<file path="config.mk">
export PLATFORM = sky130hd
export DESIGN_NAME = ssm_ctrl
export DESIGN_NICKNAME = d
export VERILOG_FILES = /design/src/rtl/ssm_pkg.sv /design/src/rtl/ssm_ctrl.sv
export SDC_FILE = /design/constraint.sdc
export NUM_CORES = 1
export LEC_CHECK = 0
export ABC_AREA = 0
export BUFFER_PORTS_ARGS = -buffer_cell sky130_fd_sc_hd__buf_2
export CAP_MARGIN = 10
export CORE_UTILIZATION = 49
export DETAILED_ROUTE_END_ITERATION = 7
export GPL_ROUTABILITY_DRIVEN = 1
export PLACE_DENSITY = 0.86
export SETUP_SLACK_MARGIN = 0.3
export SYNTH_ARGS = -nofsm -noshare
export SYNTH_HDL_FRONTEND = slang
export SYNTH_SLANG_ARGS = --single-unit
export TNS_END_PERCENT = 1
</file>
<file path="constraint.sdc">
create_clock -name clk_i -period 2.3 [get_ports clk_i]
set_input_delay 0.115 -clock clk_i [delete_from_list [all_inputs] [get_ports clk_i]]
set_output_delay 0.115 -clock clk_i [all_outputs]
set_load 0.05 [all_outputs]
</file>
<file path="src/rtl/ssm_pkg.sv">
// Types, constants and helpers for the subcarrier spatial mapper.
package ssm_pkg;

  // Default limits handed to the top level parameters
  localparam int DEF_MAX_SUBCARRIERS = 1024;
  localparam int DEF_MAX_ANTENNAS    = 4;
  localparam int DEF_MAX_STREAMS     = 2;

  // Output lanes and stream slots of the datapath (fixed by the port fields)
  localparam int NUM_ANT = 4;
  localparam int NUM_STR = 2;

  // Field widths
  localparam int SMP_W   = 16;
  localparam int OUT_W   = 18;
  localparam int PROD_W  = 32;
  localparam int SUM_W   = 34;
  localparam int SCIDX_W = 10;
  localparam int ANTIDX_W = 2;

  // Rounding to Q3.15: add half an LSB, then shift
  localparam int ROUND_BIAS  = 8192;
  localparam int ROUND_SHIFT = 14;

  // Configuration port
  localparam int CFG_IDX_W   = 2;
  localparam int CFG_DATA_W  = 11;
  localparam int STR_CNT_W   = 2;
  localparam int ANT_CNT_W   = 3;
  localparam int SC_CNT_W    = 11;
  localparam int SC_HARD_CAP = 1024;

  // Stream bus widths and input field offsets
  localparam int IN_TDATA_W  = 112;
  localparam int OUT_TDATA_W = 144;
  localparam int SMP_LSB     = 0;
  localparam int CSC_LSB     = 64;
  localparam int CANT_LSB    = 74;
  localparam int CSTR_LSB    = 76;
  localparam int COEF_LSB    = 77;

  typedef enum logic [CFG_IDX_W-1:0] {
    CFG_STREAM_COUNT     = 2'd0,
    CFG_ANTENNA_COUNT    = 2'd1,
    CFG_SUBCARRIER_COUNT = 2'd2
  } cfg_idx_e;

  typedef enum logic {
    OP_MAP  = 1'b0,
    OP_COEF = 1'b1
  } op_e;

  // Complex 16-bit value, real part in the low half
  typedef struct packed {
    logic signed [SMP_W-1:0] im;
    logic signed [SMP_W-1:0] re;
  } cplx_t;

  // Complex 18-bit output, real part in the low half
  typedef struct packed {
    logic signed [OUT_W-1:0] im;
    logic signed [OUT_W-1:0] re;
  } out_cplx_t;

  typedef cplx_t     [NUM_STR-1:0]              smp_vec_t;
  typedef cplx_t     [NUM_ANT-1:0][NUM_STR-1:0] coef_mat_t;
  typedef out_cplx_t [NUM_ANT-1:0]              out_vec_t;

  // Per-item control handed from the sequencer to the datapath
  typedef struct packed {
    logic               two_streams;
    logic [NUM_ANT-1:0] ant_en;
    logic               symbol_end;
  } map_ctrl_t;

  // Round half up by 2^14 and clamp to the 18-bit output range
  function automatic logic signed [OUT_W-1:0] sat_round(input logic signed [SUM_W-1:0] s);
    logic signed [SUM_W-1:0] r;
    logic                    fits;
    r    = s + SUM_W'(ROUND_BIAS);
    r    = r >>> ROUND_SHIFT;
    fits = (&r[SUM_W-1:OUT_W-1]) | ~(|r[SUM_W-1:OUT_W-1]);
    if (fits) begin
      return r[OUT_W-1:0];
    end else if (r[SUM_W-1]) begin
      return {1'b1, {(OUT_W-1){1'b0}}};
    end else begin
      return {1'b0, {(OUT_W-1){1'b1}}};
    end
  endfunction

endpackage

</file>
<file path="src/rtl/ssm_ctrl.sv">
// Configuration registers and the subcarrier position sequencer.
module ssm_ctrl import ssm_pkg::*; #(
  parameter int MAX_SUBCARRIERS = DEF_MAX_SUBCARRIERS,
  parameter int MAX_ANTENNAS    = DEF_MAX_ANTENNAS,
  parameter int MAX_STREAMS     = DEF_MAX_STREAMS,
  localparam int ROW_W = (MAX_SUBCARRIERS > 1) ? $clog2(MAX_SUBCARRIERS) : 1
) (
  input  logic                  clk_i,
  input  logic                  rst_ni,
  input  logic                  cfg_we_i,
  input  logic [CFG_IDX_W-1:0]  cfg_idx_i,
  input  logic [CFG_DATA_W-1:0] cfg_wdata_i,
  input  logic                  map_acc_i,
  output logic [ROW_W-1:0]      row_o,
  output map_ctrl_t             ctrl_o
);

  localparam int SC_LIMIT = (MAX_SUBCARRIERS < SC_HARD_CAP) ? MAX_SUBCARRIERS : SC_HARD_CAP;
  localparam int CMP_W    = (ROW_W + 1 > SC_CNT_W) ? ROW_W + 1 : SC_CNT_W;

  logic [STR_CNT_W-1:0] str_cnt_q;
  logic [ANT_CNT_W-1:0] ant_cnt_q;
  logic [SC_CNT_W-1:0]  sc_cnt_q;
  logic [ROW_W-1:0]     pos_q, pos_d;
  logic [SC_CNT_W-1:0]  cnt_eff;
  logic [CMP_W-1:0]     pos_inc;
  logic                 last;

  // Register writes; unknown indexes are ignored
  always_ff @(posedge clk_i or negedge rst_ni) begin
    if (!rst_ni) begin
      str_cnt_q <= STR_CNT_W'(2);
      ant_cnt_q <= ANT_CNT_W'(2);
      sc_cnt_q  <= SC_CNT_W'(64);
    end else if (cfg_we_i) begin
      case (cfg_idx_e'(cfg_idx_i))
        CFG_STREAM_COUNT:     str_cnt_q <= cfg_wdata_i[STR_CNT_W-1:0];
        CFG_ANTENNA_COUNT:    ant_cnt_q <= cfg_wdata_i[ANT_CNT_W-1:0];
        CFG_SUBCARRIER_COUNT: sc_cnt_q  <= cfg_wdata_i[SC_CNT_W-1:0];
        default: ;
      endcase
    end
  end

  // Effective symbol length: zero acts as one, clamp to the limit
  always_comb begin
    if (sc_cnt_q == '0) begin
      cnt_eff = SC_CNT_W'(1);
    end else if (int'(sc_cnt_q) > SC_LIMIT) begin
      cnt_eff = SC_CNT_W'(SC_LIMIT);
    end else begin
      cnt_eff = sc_cnt_q;
    end
  end

  // Position advance and wrap
  assign pos_inc = CMP_W'(pos_q) + CMP_W'(1);
  assign last    = (pos_inc >= CMP_W'(cnt_eff));
  assign pos_d   = last ? '0 : pos_inc[ROW_W-1:0];

  always_ff @(posedge clk_i or negedge rst_ni) begin
    if (!rst_ni) begin
      pos_q <= '0;
    end else if (map_acc_i) begin
      pos_q <= pos_d;
    end
  end

  // Per-item control: active streams, active antennas, end of symbol
  always_comb begin
    ctrl_o.two_streams = (str_cnt_q >= STR_CNT_W'(2)) && (MAX_STREAMS >= 2);
    for (int a = 0; a < NUM_ANT; a++) begin
      ctrl_o.ant_en[a] = (ant_cnt_q > ANT_CNT_W'(a)) && (a < MAX_ANTENNAS);
    end
    ctrl_o.symbol_end = last;
  end

  assign row_o = pos_q;

endmodule

</file>
# == Word-level counts from Yosys, hierarchy flattened ==
# Index checks and enable logic that the tools add are counted.
# classes
addsub,1
mul,0
n_div,0
order_cmp,7
n_eq_ne,2
n_shift,0
n_mux,3
n_bitwise,0
n_reduce_logical,5
# op_table
op,count
11-bit 2-to-1 mux,2
10-bit by 1-bit adder with 11-bit output (second input constant),1
11-bit greater-or-equal comparator,1
11-bit greater-than comparator (second input constant),1
11-bit zero test,1
10-bit 2-to-1 mux,1
3-bit by 1-bit greater-than comparator with 1-bit output (second input constant),2
3-bit by 2-bit greater-than comparator with 1-bit output (second input constant),2
2-bit AND reduction,3
2-bit by 1-bit equality test with 1-bit output (second input constant),1
2-bit equality test (second input constant),1
2-bit greater-or-equal comparator (second input constant),1
2-bit zero test,1
# word_totals
reg_bits,26
latch_bits,0
ramBits,0
romBits,0
in_bits,17
output_inout_bits,16
elab_cells,22
mem_count,0

# == Longest topological paths before layout ==
# depth
ltp_word,5
ltp_mapped,10
mapped_depth_nobuf,10

# == Worst setup path after synthesis ==
# No wires, ideal clock.
# synth_path
path_kind,flip-flop to output port
startpoint,"reg pos_q[0], in the netlist row_o[0]"
endpoint,out ctrl_o[0] (netlist bit)
t_arrival_ns,2.654
required_ns,2.185
setup_slack_ns,-0.469
stages_incl_launch_ff,11
n_path_buf,1
path_cell_list,dfrtp_1 -> ha_1 -> nand3_2 -> nor3_1 -> xnor2_1 -> ha_1 -> nand4_1 -> o21bai_1 -> a41oi_2 -> nand2_4 -> buf_4
# synth_between
elab_chain_len,2
# synth_lines
element,line,text
start: declaration,ssm_ctrl.sv:24,"logic [ROW_W-1:0] pos_q, pos_d;"
start signal: assignment,ssm_ctrl.sv:65,pos_q <= pos_d;
10-bit by 1-bit adder with 11-bit output,ssm_ctrl.sv:57,assign pos_inc = CMP_W'(pos_q) + CMP_W'(1);
11-bit greater-or-equal comparator,ssm_ctrl.sv:58,assign last = (pos_inc >= CMP_W'(cnt_eff));
end: declaration,ssm_ctrl.sv:15,output map_ctrl_t ctrl_o
# No other way between the ends.

==> key figures <==
Placement
  • DP Area: 0.001866 mm^2
  • Input/output buffers: 32
  • Dpl cells: 233
  • Gp weighted congestion: 0.8987
  • Hpwl dp: 2.497 mm

Logic synthesis
  • Synth warn: 0
  • Cells after Synth: 155
  • #FFs+latches synth: 25
  • Syn Nets: 184
  • Seq/Total Area, Yosys: 39.89%
  • FFs w/ async S/R, synth: 100.0%
  • Main synth FF type: dfrtp_1
  • Synth cell types: 42
  • Area leader, netlist: dfrtp_1
  • Post-synth EDFFs: 0
  • Netlist Area Pre-Place: 0.001578 mm^2
  • Top cells by count, synth: dfrtp_1 (22), nand2_1 (20), mux2_2 (15)
  • Top post-synthesis cells by area: dfrtp_1 (35%), mux2_2 (11%), ha_1 (9.5%), dfstp_2 (5.0%), nand2_1 (4.8%)
  • Count leader, synth: dfrtp_1
  • Yosys top cell area share: 34.89%
  • Synth Area per Inst: 10.18 um^2

Setup path
  • CP Buf/Inv Count: 2
  • Max incr delay on CP: 410 ps
  • Startpoint types: flop
  • Arrival @ worst endpoint: 2480 ps
  • Worst path top cell family by delay: simple AND/OR/NAND/NOR gates
  • Crit path cell chain: buf_4, and4_4, nand2_2, xnor2_2, ha_1, nand4_1, o21bai_2, a41oi_4, nand2_4, buf_8
  • Kind of end point of the critical path: primary output
  • CP max FO: 3
  • CP max stage cell: dfrtp_2
  • Kind of critical path: reg -> out
  • Required @ worst endpoint: 2180 ps

Global routing
  • First-pass GRT wire length: 5.747 mm
  • Total gr overflow: 0
  • All-layer global routing usage: 22.24%
  • Pin count of the biggest net entering global routing: 26
  • Number of global-route vias before repair: 1317
  • Initial antenna violation count: 0

Die
  • Die area: 0.003451 mm^2
  • Initial Util: 51.68%
  • Die height: 58.75 um
  • Area of the core: 0.003053 mm^2
  • FP Rows: 20
  • Top-Level Pins: 33
  • Die X: 58.75 um

Layout
  • Design area: 0.002185 mm^2
  • Filler cells: 244
  • Layout cell share with drive strength beyond 1: 53.62%
  • Final #Nets: 237
  • Antenna cells: 0
  • Area taken by multi-input logic gates: 0.001052 mm^2
  • Final cell count without fillers: 251
  • Register Area: 638.1 um^2
  • Syn-to-layout area delta: 38.46%

STA
  • Tmin final: 2599 ps
  • Fin. max-slew vios: 0
  • RSZ-0062 raised after global routing: true
  • Final worst-path cycle share: 113.0%
  • Rel. slew slack: 64.08%
  • Final Hold Fails: 0
  • Final setup viols: 11
  • Total negative setup slack: -1619 ps
  • Peak Freq: 384.7 MHz
  • Final setup margin: -299.5 ps
  • Least-Margin Pin Slew: 538.8 ps
  • Fin Clk Skew: 3.854 ps

Power and ir drop
  • Switching portion of total power: 49.09%
  • Pwr/cell area: 1228 mW/mm^2
  • Int Power: 0.001366 W
  • Seq pwr share: 27.8%
  • Combinational power share: 64.5%
  • Final Power: 0.002683 W
  • Share of total power in the clock network: 7.6%
  • Psw: 0.001317 W
  • Cell leakage power: 0.9935 nW
  • Max VDD drop: 0.7035 mV

Route
  • Post-route ant nets: 0
  • Remaining DRCs: 0
  • Routed met2 length: 2.003 mm
  • Max Used Layer: met4
  • Metal3 WL: 168 um
  • DR vias: 1336
  • Detailed-router iteration count before antenna repair: 4
  • Post-Route WL: 3.784 mm
  • Initial drt markers: 62
  • Met1 wire length: 1.577 mm
  • Avg Vias per Cell: 5.323
  • Wirelength per Cell: 15.08 um

Clock network
  • CTS root buffer: clkbuf_4
  • Total clock buffers created by CTS: 3
  • Longest Clk Path Bufs: 2
  • Worst-path clk slew: 140 ps
  • Clk Latency, worst-skew pair: 320 ps
  • H-tree levels: 1
  • Clock sinks: 25
  • CTS tree: done

Run
  • Max_cap viols: 0

Outcome
  • Status: finished, violations left
  • Violated checks: setup timing

Worst hold path
  • Hold Crit Class: in -> reg
worst paths after layout:
check	slack, ps	to	start	cells past startpoint
hold / removal	10	sc_cnt_q[9]	cfg_wdata_i[9]	2
setup / recovery	-300	ctrl_o[0]	row_o[0]	10
max in group asynchronous	1620	row_o[4]	rst_ni	2
setup reg to reg	-160	row_o[3]	row_o[0]	13
min in group asynchronous	290	row_o[3]	rst_ni	2
hold reg to reg	550	ant_cnt_q[0]	ant_cnt_q[0]	1
layer usage:
layer / GRT usage [%] / up-vias
met5: 0 / -
met4: 4.082 / 0
met3: 5.714 / 4
met2: 40.42 / 38
met1: 26.54 / 638
li1: - / 656
power groups by stage:
| stage | clock (W) | combinational [W] | sequential (W) |
|---|---|---|---|
| 3_5_place_dp | 0 | 0.00138 | 0.000736 |
| 5_1_grt | 0.000227 | 0.00186 | 0.000768 |
| 2_1_floorplan | 0 | 0.000826 | 0.000954 |
| 3_3_place_gp | 0 | 0.00136 | 0.000725 |
| 6_report | 0.000205 | 0.00173 | 0.000746 |
| 4_1_cts | 0.000211 | 0.00156 | 0.000725 |
area by class of cell:
cell class,count,share of cell area [%]
clock buffer,3,1.031
inverter,11,1.890
tap,44,2.520
sequential,25,29.21
timing repair buffer,55,16.84
multi-input combinational,112,48.17
clock inverter,1,0.3436
state kept, by name (all words and copies together) (netlist names):
| signal | cells |
|---|---|
| row_o | 10 |
| sc_cnt_q | 11 |
| ant_cnt_q | 3 |
| str_cnt_q | 1 |
timing repair:
item | CTS | global route
resized for setup | 10 | 23
pin swaps | 11 | 25
hold buffers | 1 | 3
endpoints found under the setup margin | 11 | 11
hold endpoints to repair | 22 | 3
buffers inserted | 8 | 2
stage by stage:
stage | setup WS, ps | util, % | hold slack (ps)
finish | -299.5 | 71.56 | 14.77
global route | -386.9 | 71.56 | 1.729
CTS | -248.6 | 66.02 | 4.018
detailed placement | -120.0 | 61.11 | 134.3
global placement | 42.27 | 61.11 | 131.7
floorplan | -87.56 | - | -180.6
worst register-to-register path, delay by kind of cell, from the launching register on:
kind,cells,cell delay (ps)
xor+xnor,1,170
buf+inv,4,570
fa+ha+maj,1,270
flops,1,410
simple gates,4,580
compound gates,3,330
layout by cell type, fill, tap and decap left out, types with 3 or more instances in the layout:
master	n
nand2_1	17
buf_2	31
dfrtp_2	7
xnor2_2	4
dlygate4sd3_1	4
buf_4	15
dfstp_2	3
mux2_2	15
a21oi_1	4
clkbuf_4	3
o22ai_2	4
inv_1	10
nand3b_1	3
buf_6	4
dfrtp_1	15
nand4_1	5
nor2_1	5
ha_4	3
ha_1	9
and3_1	3
kinds of logic after synthesis:
kind of cell,after synthesis,share of synthesized area (%)
simple gates,53,18.32
flops,25,39.89
compound gates,23,10.55
buf+inv,18,4.996
mux,16,11.34
fa+ha+maj,12,9.516
xor+xnor,8,5.392
Note: power is estimated with default switching activity, not from simulation.
